$ cat src/rtl/deg_pkg.sv
`timescale 1ns / 1ps
`default_nettype none
package deg_pkg;

    localparam int LenW     = 24;
    localparam int LevW     = 16;
    localparam int FracW    = 15;
    localparam int TabSize  = 256;
    localparam int TabW     = 9;
    localparam int CntW     = 25;
    localparam logic [LevW-1:0] One = 16'h8000;

    typedef enum logic [1:0] {
        OP_TICK    = 2'd0,
        OP_TRIGGER = 2'd1,
        OP_RELEASE = 2'd2,
        OP_NONE    = 2'd3
    } op_t;

    typedef enum logic [2:0] {
        PH_IDLE    = 3'd0,
        PH_DELAY   = 3'd1,
        PH_ATTACK  = 3'd2,
        PH_HOLD    = 3'd3,
        PH_DECAY   = 3'd4,
        PH_SUSTAIN = 3'd5,
        PH_RELEASE = 3'd6
    } phase_t;

    typedef enum logic [2:0] {
        REG_DELAY   = 3'd0,
        REG_ATTACK  = 3'd1,
        REG_HOLD    = 3'd2,
        REG_DECAY   = 3'd3,
        REG_RELEASE = 3'd4,
        REG_SUSTAIN = 3'd5,
        REG_KEYTRK  = 3'd6,
        REG_EXP     = 3'd7
    } reg_idx_t;

    typedef enum logic [3:0] {
        ST_IDLE,
        ST_TRIG_SCALE,
        ST_TRIG_MUL,
        ST_TICK_SETUP,
        ST_DIV,
        ST_IDX_DIV,
        ST_EXP_MUL,
        ST_FINISH,
        ST_OUT
    } eng_state_t;

    // Queue entry between the front and the back.
    typedef struct packed {
        op_t            op;
        logic [LevW-1:0] key;
    } cmd_t;

    // Table of round(One * exp(-5 i / 256)), built with Q30 integer steps.
    function automatic logic [LevW-1:0] exp_tab(input logic [TabW-1:0] idx);
        logic [63:0] y;
        logic [63:0] term;
        logic signed [63:0] sum;
        logic [63:0] r;
        logic [63:0] p;
        int k;
        int i;
        y = (64'd5 << 30) / 64'(TabSize);
        term = 64'd1 << 30;
        sum = 64'sd1 <<< 30;
        for (k = 1; k <= 14; k++)
        begin
            term = ((term * y) >> 30) / 64'(k);
            if (k % 2 == 1)
                sum = sum - $signed(term);
            else
                sum = sum + $signed(term);
        end
        r = (sum < 0) ? 64'd0 : 64'(sum);
        p = 64'd1 << 30;
        if (idx == '0)
            return One;
        for (i = 1; i <= TabSize; i++)
        begin
            p = (p * r) >> 30;
            if (i == int'(idx))
                return LevW'((p + (64'd1 << (29 - FracW))) >> (30 - FracW));
        end
        return '0;
    endfunction

endpackage
`default_nettype wire

$ cat src/rtl/deg_front.sv
`timescale 1ns / 1ps
`default_nettype none
module deg_front
    import deg_pkg::*;
(
    input  wire logic             clk,
    input  wire logic             rst_n,
    input  wire logic             in_valid,
    output logic                  in_ready,
    input  wire logic [1:0]       in_op,
    input  wire logic [LevW-1:0]  in_key,
    output logic                  q_valid,
    input  wire logic             q_ready,
    output cmd_t                  q_cmd
);

    // Two-entry queue; opcode three is dropped here.
    cmd_t        mem_reg [2];
    logic        wptr_reg, wptr_next;
    logic        rptr_reg, rptr_next;
    logic [1:0]  cnt_reg, cnt_next;
    logic        push, pop;

    assign in_ready = (cnt_reg != 2'd2);
    assign push = in_valid && in_ready && (op_t'(in_op) != OP_NONE);
    assign q_valid = (cnt_reg != 2'd0);
    assign pop = q_valid && q_ready;
    assign q_cmd = mem_reg[rptr_reg];

    always_comb
    begin
        wptr_next = push ? ~wptr_reg : wptr_reg;
        rptr_next = pop ? ~rptr_reg : rptr_reg;
        cnt_next = cnt_reg + {1'b0, push} - {1'b0, pop};
    end

    always_ff @(posedge clk)
    begin
        if (push)
        begin
            mem_reg[wptr_reg] <= '{op: op_t'(in_op), key: in_key};
        end
    end

    always_ff @(posedge clk or negedge rst_n)
    begin
        if (!rst_n)
        begin
            wptr_reg <= 1'b0;
            rptr_reg <= 1'b0;
            cnt_reg <= 2'd0;
        end
        else
        begin
            wptr_reg <= wptr_next;
            rptr_reg <= rptr_next;
            cnt_reg <= cnt_next;
        end
    end

endmodule
`default_nettype wire

$ cat config.mk
export PLATFORM = sky130hd
export DESIGN_NAME = deg_front
export DESIGN_NICKNAME = d
export VERILOG_FILES = /design/src/rtl/deg_pkg.sv /design/src/rtl/deg_front.sv
export SDC_FILE = /design/constraint.sdc
export NUM_CORES = 1
export LEC_CHECK = 0
export BUFFER_PORTS_ARGS = -buffer_cell sky130_fd_sc_hd__buf_2
export CAP_MARGIN = 20
export CORE_UTILIZATION = 35
export CTS_CLUSTER_SIZE = 28
export DETAILED_ROUTE_END_ITERATION = 12
export HOLD_SLACK_MARGIN = 0.1
export PLACE_DENSITY = 0.61
export SLEW_MARGIN = 20
export SYNTH_ARGS = -nofsm -noshare
export SYNTH_HDL_FRONTEND = slang
export SYNTH_SLANG_ARGS = --single-unit
$ cat constraint.sdc
create_clock -name clk -period 3.49 [get_ports clk]
set_input_delay 0.5235 -clock clk [delete_from_list [all_inputs] [get_ports clk]]
set_output_delay 0.5235 -clock clk [all_outputs]
set_load 0.02 [all_outputs]
==> results.txt, run 1 <==
status - completed
Total Die Area - 0.004596 mm²
Layout Nets - 146
hpwl dp - 1628 µm
CTS buffer count - 5
initial antenna violation count - 0
DR vias/cell - 4.457
r2r startpoint - cnt_reg[1]$_DFF_PN0_
share of cells above drive strength 1 - 56.91%
critical path class - reg2out
footprint of the multi-input gates - 305.3 µm²
Port Buffers - 41
die height - 67.80 µm
worst skew pair latency - 0.29 ns
final hold violations - 0
CTS tree - built
clk sink count - 40
FILL cells - 390
CTS HTree Levels - 2
clk root buf - clkbuf_8
minimum clock period - 2.249 ns
Rows - 23
CORE AREA - 0.004086 mm²
Synth Net Count - 99
placed inst area - 0.001762 mm²
switching share of power - 31.34%
Starting Density - 37.08%
Reg power frac - 46.0%
Leak - 0.0007208 µW
# diodes - 0
Hold Crit Class - in2reg
number of post-CTS setup repair buffers - 0
grt ovf - 0
DR iter-0 viols - 32
die width - 67.80 µm
design area - 0.001883 mm²
Internal Power - 1058 µW
Clk pwr share - 23.5%
hold depth - 1
Worst setup EP type - output pin
library cells used by synthesis - 15
largest net degree at the start of global routing - 20
total negative slack - 0 ns
Max clock buf depth - 2
Worst Tran Pin Value - 0.9110 ns
CP arrival - 1.73 ns
P&R area growth vs syn - 24.28%
Final GP Congestion - 0.6312
number of global-route vias before repair - 792
Worst VDD drop - 0.4002 mV
Synth Cell Area - 0.001515 mm²
post-route clock period utilization - 64.43%
Avg Cell Area, Syn - 20.20 µm²
Critical Path Fanout Max - 19
Ports - 42
fmax - 0.4447 GHz
global-route wire length before repair - 3553 µm
combinational fraction of design power - 30.5%
drt wl/cell - 13.43 µm
GRT Util Overall - 11.09%
Final Skew - 0.01168 ns
post-synthesis register bit count - 40
worst path required time - 2.97 ns
Psw - 483.1 µW
synth warn - 0
post-route ant nets - 0
Slew HR - 39.20%
hold endpoint - mem_reg[0][11]$_DFFE_PP_
r2r setup slk - 1.68 ns
Syn Inst Count - 75
max reg flops - 36
min-delay src - in_key[11]
critical path startpoint category - flop
DRC - 0
r2r endpoint - mem_reg[0][6]$_DFFE_PP_
Slew Viols, Final - 0
Power, Total - 1541 µW
Final setup viols - 0
worst reg2reg path depth - 3
max-cap violations - 0
sequential share of the synthesized area - 77.95%
via count - 771
pwr dens - 818.5 mW/mm²
DRT Pass-1 Iters - 4
drt total wl - 2324 µm
Clock transition at path regs - 0.08 ns
register area - 0.001181 mm²
RSZ-0062 raised after global routing - no
-- worst max-delay path, cell delays in order, from the launching register on --
cell and delay (ns):
dfrtp_1 0.86, mux2_2 0.42, buf_2 0.16
-- worst max-delay path by stage --
stage	from	end	slack (ns)	cells after the start
4_1_cts	rptr_reg$_DFFE_PN0P_	q_cmd[16]	1.20	2
5_1_grt	rptr_reg$_DFFE_PN0P_	q_cmd[16]	1.14	2
2_1_floorplan	cnt_reg[1]$_DFF_PN0_	mem_reg[1][0]$_DFFE_PP_	1.51	3
3_5_place_dp	in_op[0]	mem_reg[0][15]$_DFFE_PP_	1.43	4
6_report	rptr_reg$_DFFE_PN0P_	q_cmd[16]	1.24	2
3_3_place_gp	in_op[0]	mem_reg[0][2]$_DFFE_PP_	1.47	4
-- power groups by stage --
| stage | clock (µW) | combinational (µW) | sequential [µW] |
|---|---|---|---|
| after global routing | 394 | 511 | 724 |
| after global placement | 0 | 475 | 717 |
| after CTS | 370 | 481 | 712 |
| final | 362 | 471 | 709 |
| after detailed placement | 0 | 478 | 723 |
| after floorplan | 0 | 403 | 670 |
-- cell type report --
cell class,count,share of cell area (%)
tap,50,3.322
clock buffer,5,3.654
clock inverter,3,2.259
sequential,40,62.72
inverter,2,0.3987
multi-input combinational,31,16.21
timing repair buffer,42,11.43
-- what timing repair did --
item	4_1_cts	5_1_grt
hold endpoints to repair	4	0
hold buffers	1	0
setup endpoints to repair	0	0
resized for setup	0	0
-- logic make-up (layout without fill, tap and decap cells) --
group	after synthesis	in the layout	share of synthesized area [%]
multiplexers	18	18	13.38
flip-flops	40	40	77.95
adder cells (fa/ha/maj)	2	2	1.651
XOR/XNOR	4	4	2.313
buffers and inverters	4	52	2.229
AND/OR/NAND/NOR	7	7	2.478
-- per-layer routing --
| metal | up-vias | global-route usage [%] | part of all wire [%] |
|---|---|---|---|
| met5 | - | 0 | 0 |
| met4 | 0 | 5.469 | 0.99 |
| met3 | 2 | 4.392 | 5.3 |
| met2 | 19 | 18.56 | 55 |
| met1 | 376 | 12.16 | 39 |
| li1 | 374 | - | - |
-- through the flow --
step	hold slack [ns]	util, %	instances	setup slack [ns]
final	0.4210	46.08	173	1.241
after global routing	0.4120	46.08	173	1.140
after CTS	0.4141	46.08	173	1.203
after detailed placement	0.3412	43.11	164	1.427
after global placement	0.3360	43.11	164	1.469
after floorplan	0.2279	-	75	1.509
-- synthesized netlist by cell type, drive strengths merged --
cell | count | area [µm²]
xnor2 | 3 | 26.28
and2 | 1 | 8.760
edfxtp | 36 | 1081
inv | 2 | 7.510
dfrtp | 4 | 100.1
xor2 | 1 | 8.760
ha | 2 | 25.02
or2 | 1 | 6.260
nand2b | 1 | 6.260
mux2 | 18 | 202.7
nand3 | 1 | 5.000
buf | 2 | 26.27
nand2 | 1 | 3.750
nor2 | 2 | 7.510
-- cell usage in the layout, fill, tap and decap left out --
cell and n:
inv_1 2, nand3_1 1, nand2b_1 1, clkbuf_8 5
xnor2_1 3, xor2_1 1, bufinv_16 1, dfrtp_1 4
edfxtp_1 36, nor2_2 2, and2_4 1, or2_1 1
clkinv_2 1, mux2_2 18, nand2_1 1, dlygate4sd3_1 1
buf_2 41, clkinvlp_4 1, ha_1 2
No activity file was read; power rests on OpenSTA's default activity.
==> run 2: changes to the inputs <==
==> constraint.sdc (replaced) <==
create_clock -name clk -period 2.25 [get_ports clk]
set_input_delay 0.3375 -clock clk [delete_from_list [all_inputs] [get_ports clk]]
set_output_delay 0.3375 -clock clk [all_outputs]
set_load 0.02 [all_outputs]
==> run 2 against run 1 <==
- worst hold slack lost 0.18 ns
- non-clock buffer count rose by 5
- sequential share of layout area is 0.54 points lower
- global-route usage grew 1.2 points
- clock-buffer cell count increased by 3
- final area up 0.86%
- register-to-register slack lost 1.2 ns
- critical endpoint is now q_cmd[0]
- highest routed layer unchanged
==> results.txt, run 2 (synthesized netlist as in run 1, its figures left out) <==
number of post-CTS setup repair buffers - 0 (unchanged)
pwr dens - 1237 mW/mm² (was 818.5 mW/mm²)
crit path cell chain - buf_4 > mux2_2 > buf_2 (was mux2_2 > buf_2)
CP arrival - 1.45 ns (was 1.73 ns)
number of global-route vias before repair - 849 (was 792)
global-route wire length before repair - 3801 µm (was 3553 µm)
Clock transition at path regs - 0.07 ns (was 0.08 ns)
minimum clock period - 1.791 ns
die height - 67.80 µm (unchanged)
die width - 67.80 µm (unchanged)
Ports - 42 (unchanged)
share of cells above drive strength 1 - 57.03% (was 56.91%)
DRT Pass-1 Iters - 2 (was 4)
Final GP Congestion - 0.6465 (was 0.6312)
Rows - 23 (unchanged)
r2r endpoint - cnt_reg[1]$_DFF_PN0_ (was mem_reg[0][6]$_DFFE_PP_)
largest net degree at the start of global routing - 19 (was 20)
largest stage delay on the critical path - 0.37 ns (was 0.86 ns)
crit path launch - rptr_reg$_DFFE_PN0P_ (unchanged)
DR vias/cell - 4.466 (was 4.457)
P&R area growth vs syn - 25.35% (was 24.28%)
clk root buf - clkbuf_8 (unchanged)
worst reg2reg path depth - 7 (was 3)
max-cap violations - 0 (unchanged)
Placed Instances - 169 (was 164)
commonest non-fill, non-tap cell in the layout - buf_2 (unchanged)
Starting Density - 37.08% (unchanged)
post-route clock period utilization - 79.58%
post-route ant nets - 0 (unchanged)
grt ovf - 0 (unchanged)
WP buf/inv - 2 (was 1)
initial antenna violation count - 0 (unchanged)
commonest non-fill, non-tap cells in the layout - buf_2, edfxtp_1, mux2_2 (unchanged)
FILL cells - 388 (was 390)
Worst VDD drop - 0.6277 mV (was 0.4002 mV)
r2r startpoint - cnt_reg[1]$_DFF_PN0_ (unchanged)
Leak - 0.0007381 µW (was 0.0007208 µW)
CTS HTree Levels - 2 (unchanged)
total negative slack - 0 ns (unchanged)
CP Capture Point - q_cmd[0] (was q_cmd[16])
Hold Crit Class - in2reg (unchanged)
fmax - 0.5585 GHz
worst path required time - 1.91 ns (was 2.97 ns)
Final Skew - 0.003699 ns (was 0.01168 ns)
Slew HR - 83.65% (was 39.20%)
r2r setup slk - 0.52 ns (was 1.68 ns)
critical path class - reg2out (unchanged)
drt total wl - 2422 µm (was 2324 µm)
Port Buffers - 41 (unchanged)
Worst Tran Pin Value - 0.2446 ns (was 0.9110 ns)
hpwl dp - 1733 µm (was 1628 µm)
final hold violations - 0 (unchanged)
DR iter-0 viols - 30 (was 32)
# diodes - 0 (unchanged)
Final setup viols - 0 (unchanged)
Crit path depth - 3 (was 2)
via count - 795 (was 771)
max reg flops - 36 (unchanged)
DRC - 0 (unchanged)
Total Die Area - 0.004596 mm² (unchanged)
worst skew pair latency - 0.28 ns (was 0.29 ns)
Crit path max-delay family - buffers and inverters (was flip-flops)
CTS buffer count - 5 (unchanged)
Worst setup EP type - output pin (unchanged)
clk sink count - 40 (unchanged)
Max clock buf depth - 2 (unchanged)
status - completed (unchanged)
hold depth - 1 (unchanged)
slowest library cell on the worst path - mux2_2 (was dfrtp_1)
drt wl/cell - 13.61 µm (was 13.43 µm)
Slew Viols, Final - 0 (unchanged)
CORE AREA - 0.004086 mm² (unchanged)
Critical Path Fanout Max - 18 (was 19)
CTS tree - built (unchanged)
critical path startpoint category - flop (unchanged)
GRT Util Overall - 12.29% (was 11.09%)
non-filler cells, final - 178 (was 173)
RSZ-0062 raised after global routing - no (unchanged)
Layout Nets - 151 (was 146)
==> run 2: metal layers <==
layer | wire length (µm) | global-route usage [%] | vias to the layer above | share of wire (%)
met5 | 0 | 0 | - | 0
met4 | 65 | 9.375 | 0 | 2.7
met3 | 122 | 3.885 | 7 | 5.0
met2 | 1303 | 20.17 | 20 | 54
met1 | 931 | 13.07 | 381 | 38
li1 | - | - | 387 | -
==> run 2: power by group <==
| part | internal [µW] | switching, µW |
|---|---|---|
| registers | 986 | 52.4 |
| logic | 361 | 478 |
| clock network | 250 | 223 |
| total | 1600 | 753 |
==> run 2: cell type report <==
type	instances	area, µm²	area share (%)
tap	50	62.56	3.294
sequential	40	1181	62.19
inverter	2	7.507	0.3953
clock buffer	8	90.09	4.743
timing repair buffer	47	252.7	13.31
multi-input combinational	31	305.3	16.07
==> run 2: worst reg2reg max path: cells and delay by family (launching register included) <==
| family | cells | cell delay, ns |
|---|---|---|
| simple gates | 2 | 0.42 |
| fa+ha+maj | 2 | 0.45 |
| xor+xnor | 2 | 0.33 |
| buf+inv | 1 | 0.04 |
| flops | 1 | 0.41 |
==> run 2: timing repair <==
action                                 CTS  global route
hold buffers                             1             0
endpoints found under the hold margin    4             0
gates resized for setup                  0             0
==> run 2: worst min path at each step <==
stage,start,to,slack [ns]
4_1_cts,in_key[10],mem_reg[1][10]$_DFFE_PP_,0.23
3_5_place_dp,rst_n,cnt_reg[0]$_DFF_PN0_,0.15
6_report,in_key[3],mem_reg[0][3]$_DFFE_PP_,0.24
5_1_grt,in_key[5],mem_reg[1][5]$_DFFE_PP_,0.22
2_1_floorplan,rst_n,cnt_reg[0]$_DFF_PN0_,0.04
3_3_place_gp,rst_n,cnt_reg[0]$_DFF_PN0_,0.14
==> run 2: through the flow <==
stage	area (µm²)	hold slack (ns)	setup slack, ns	power [µW]	utilization (%)
detailed placement	1799	0.1482	0.5279	1909	44.03
global route	1899	0.2200	0.3872	2479	46.48
floorplan	1515	0.04191	0.2693	1664	-
finish	1899	0.2366	0.4594	2350	46.48
CTS	1899	0.2289	0.4342	2386	46.48
global placement	1799	0.1424	0.6323	1877	44.03
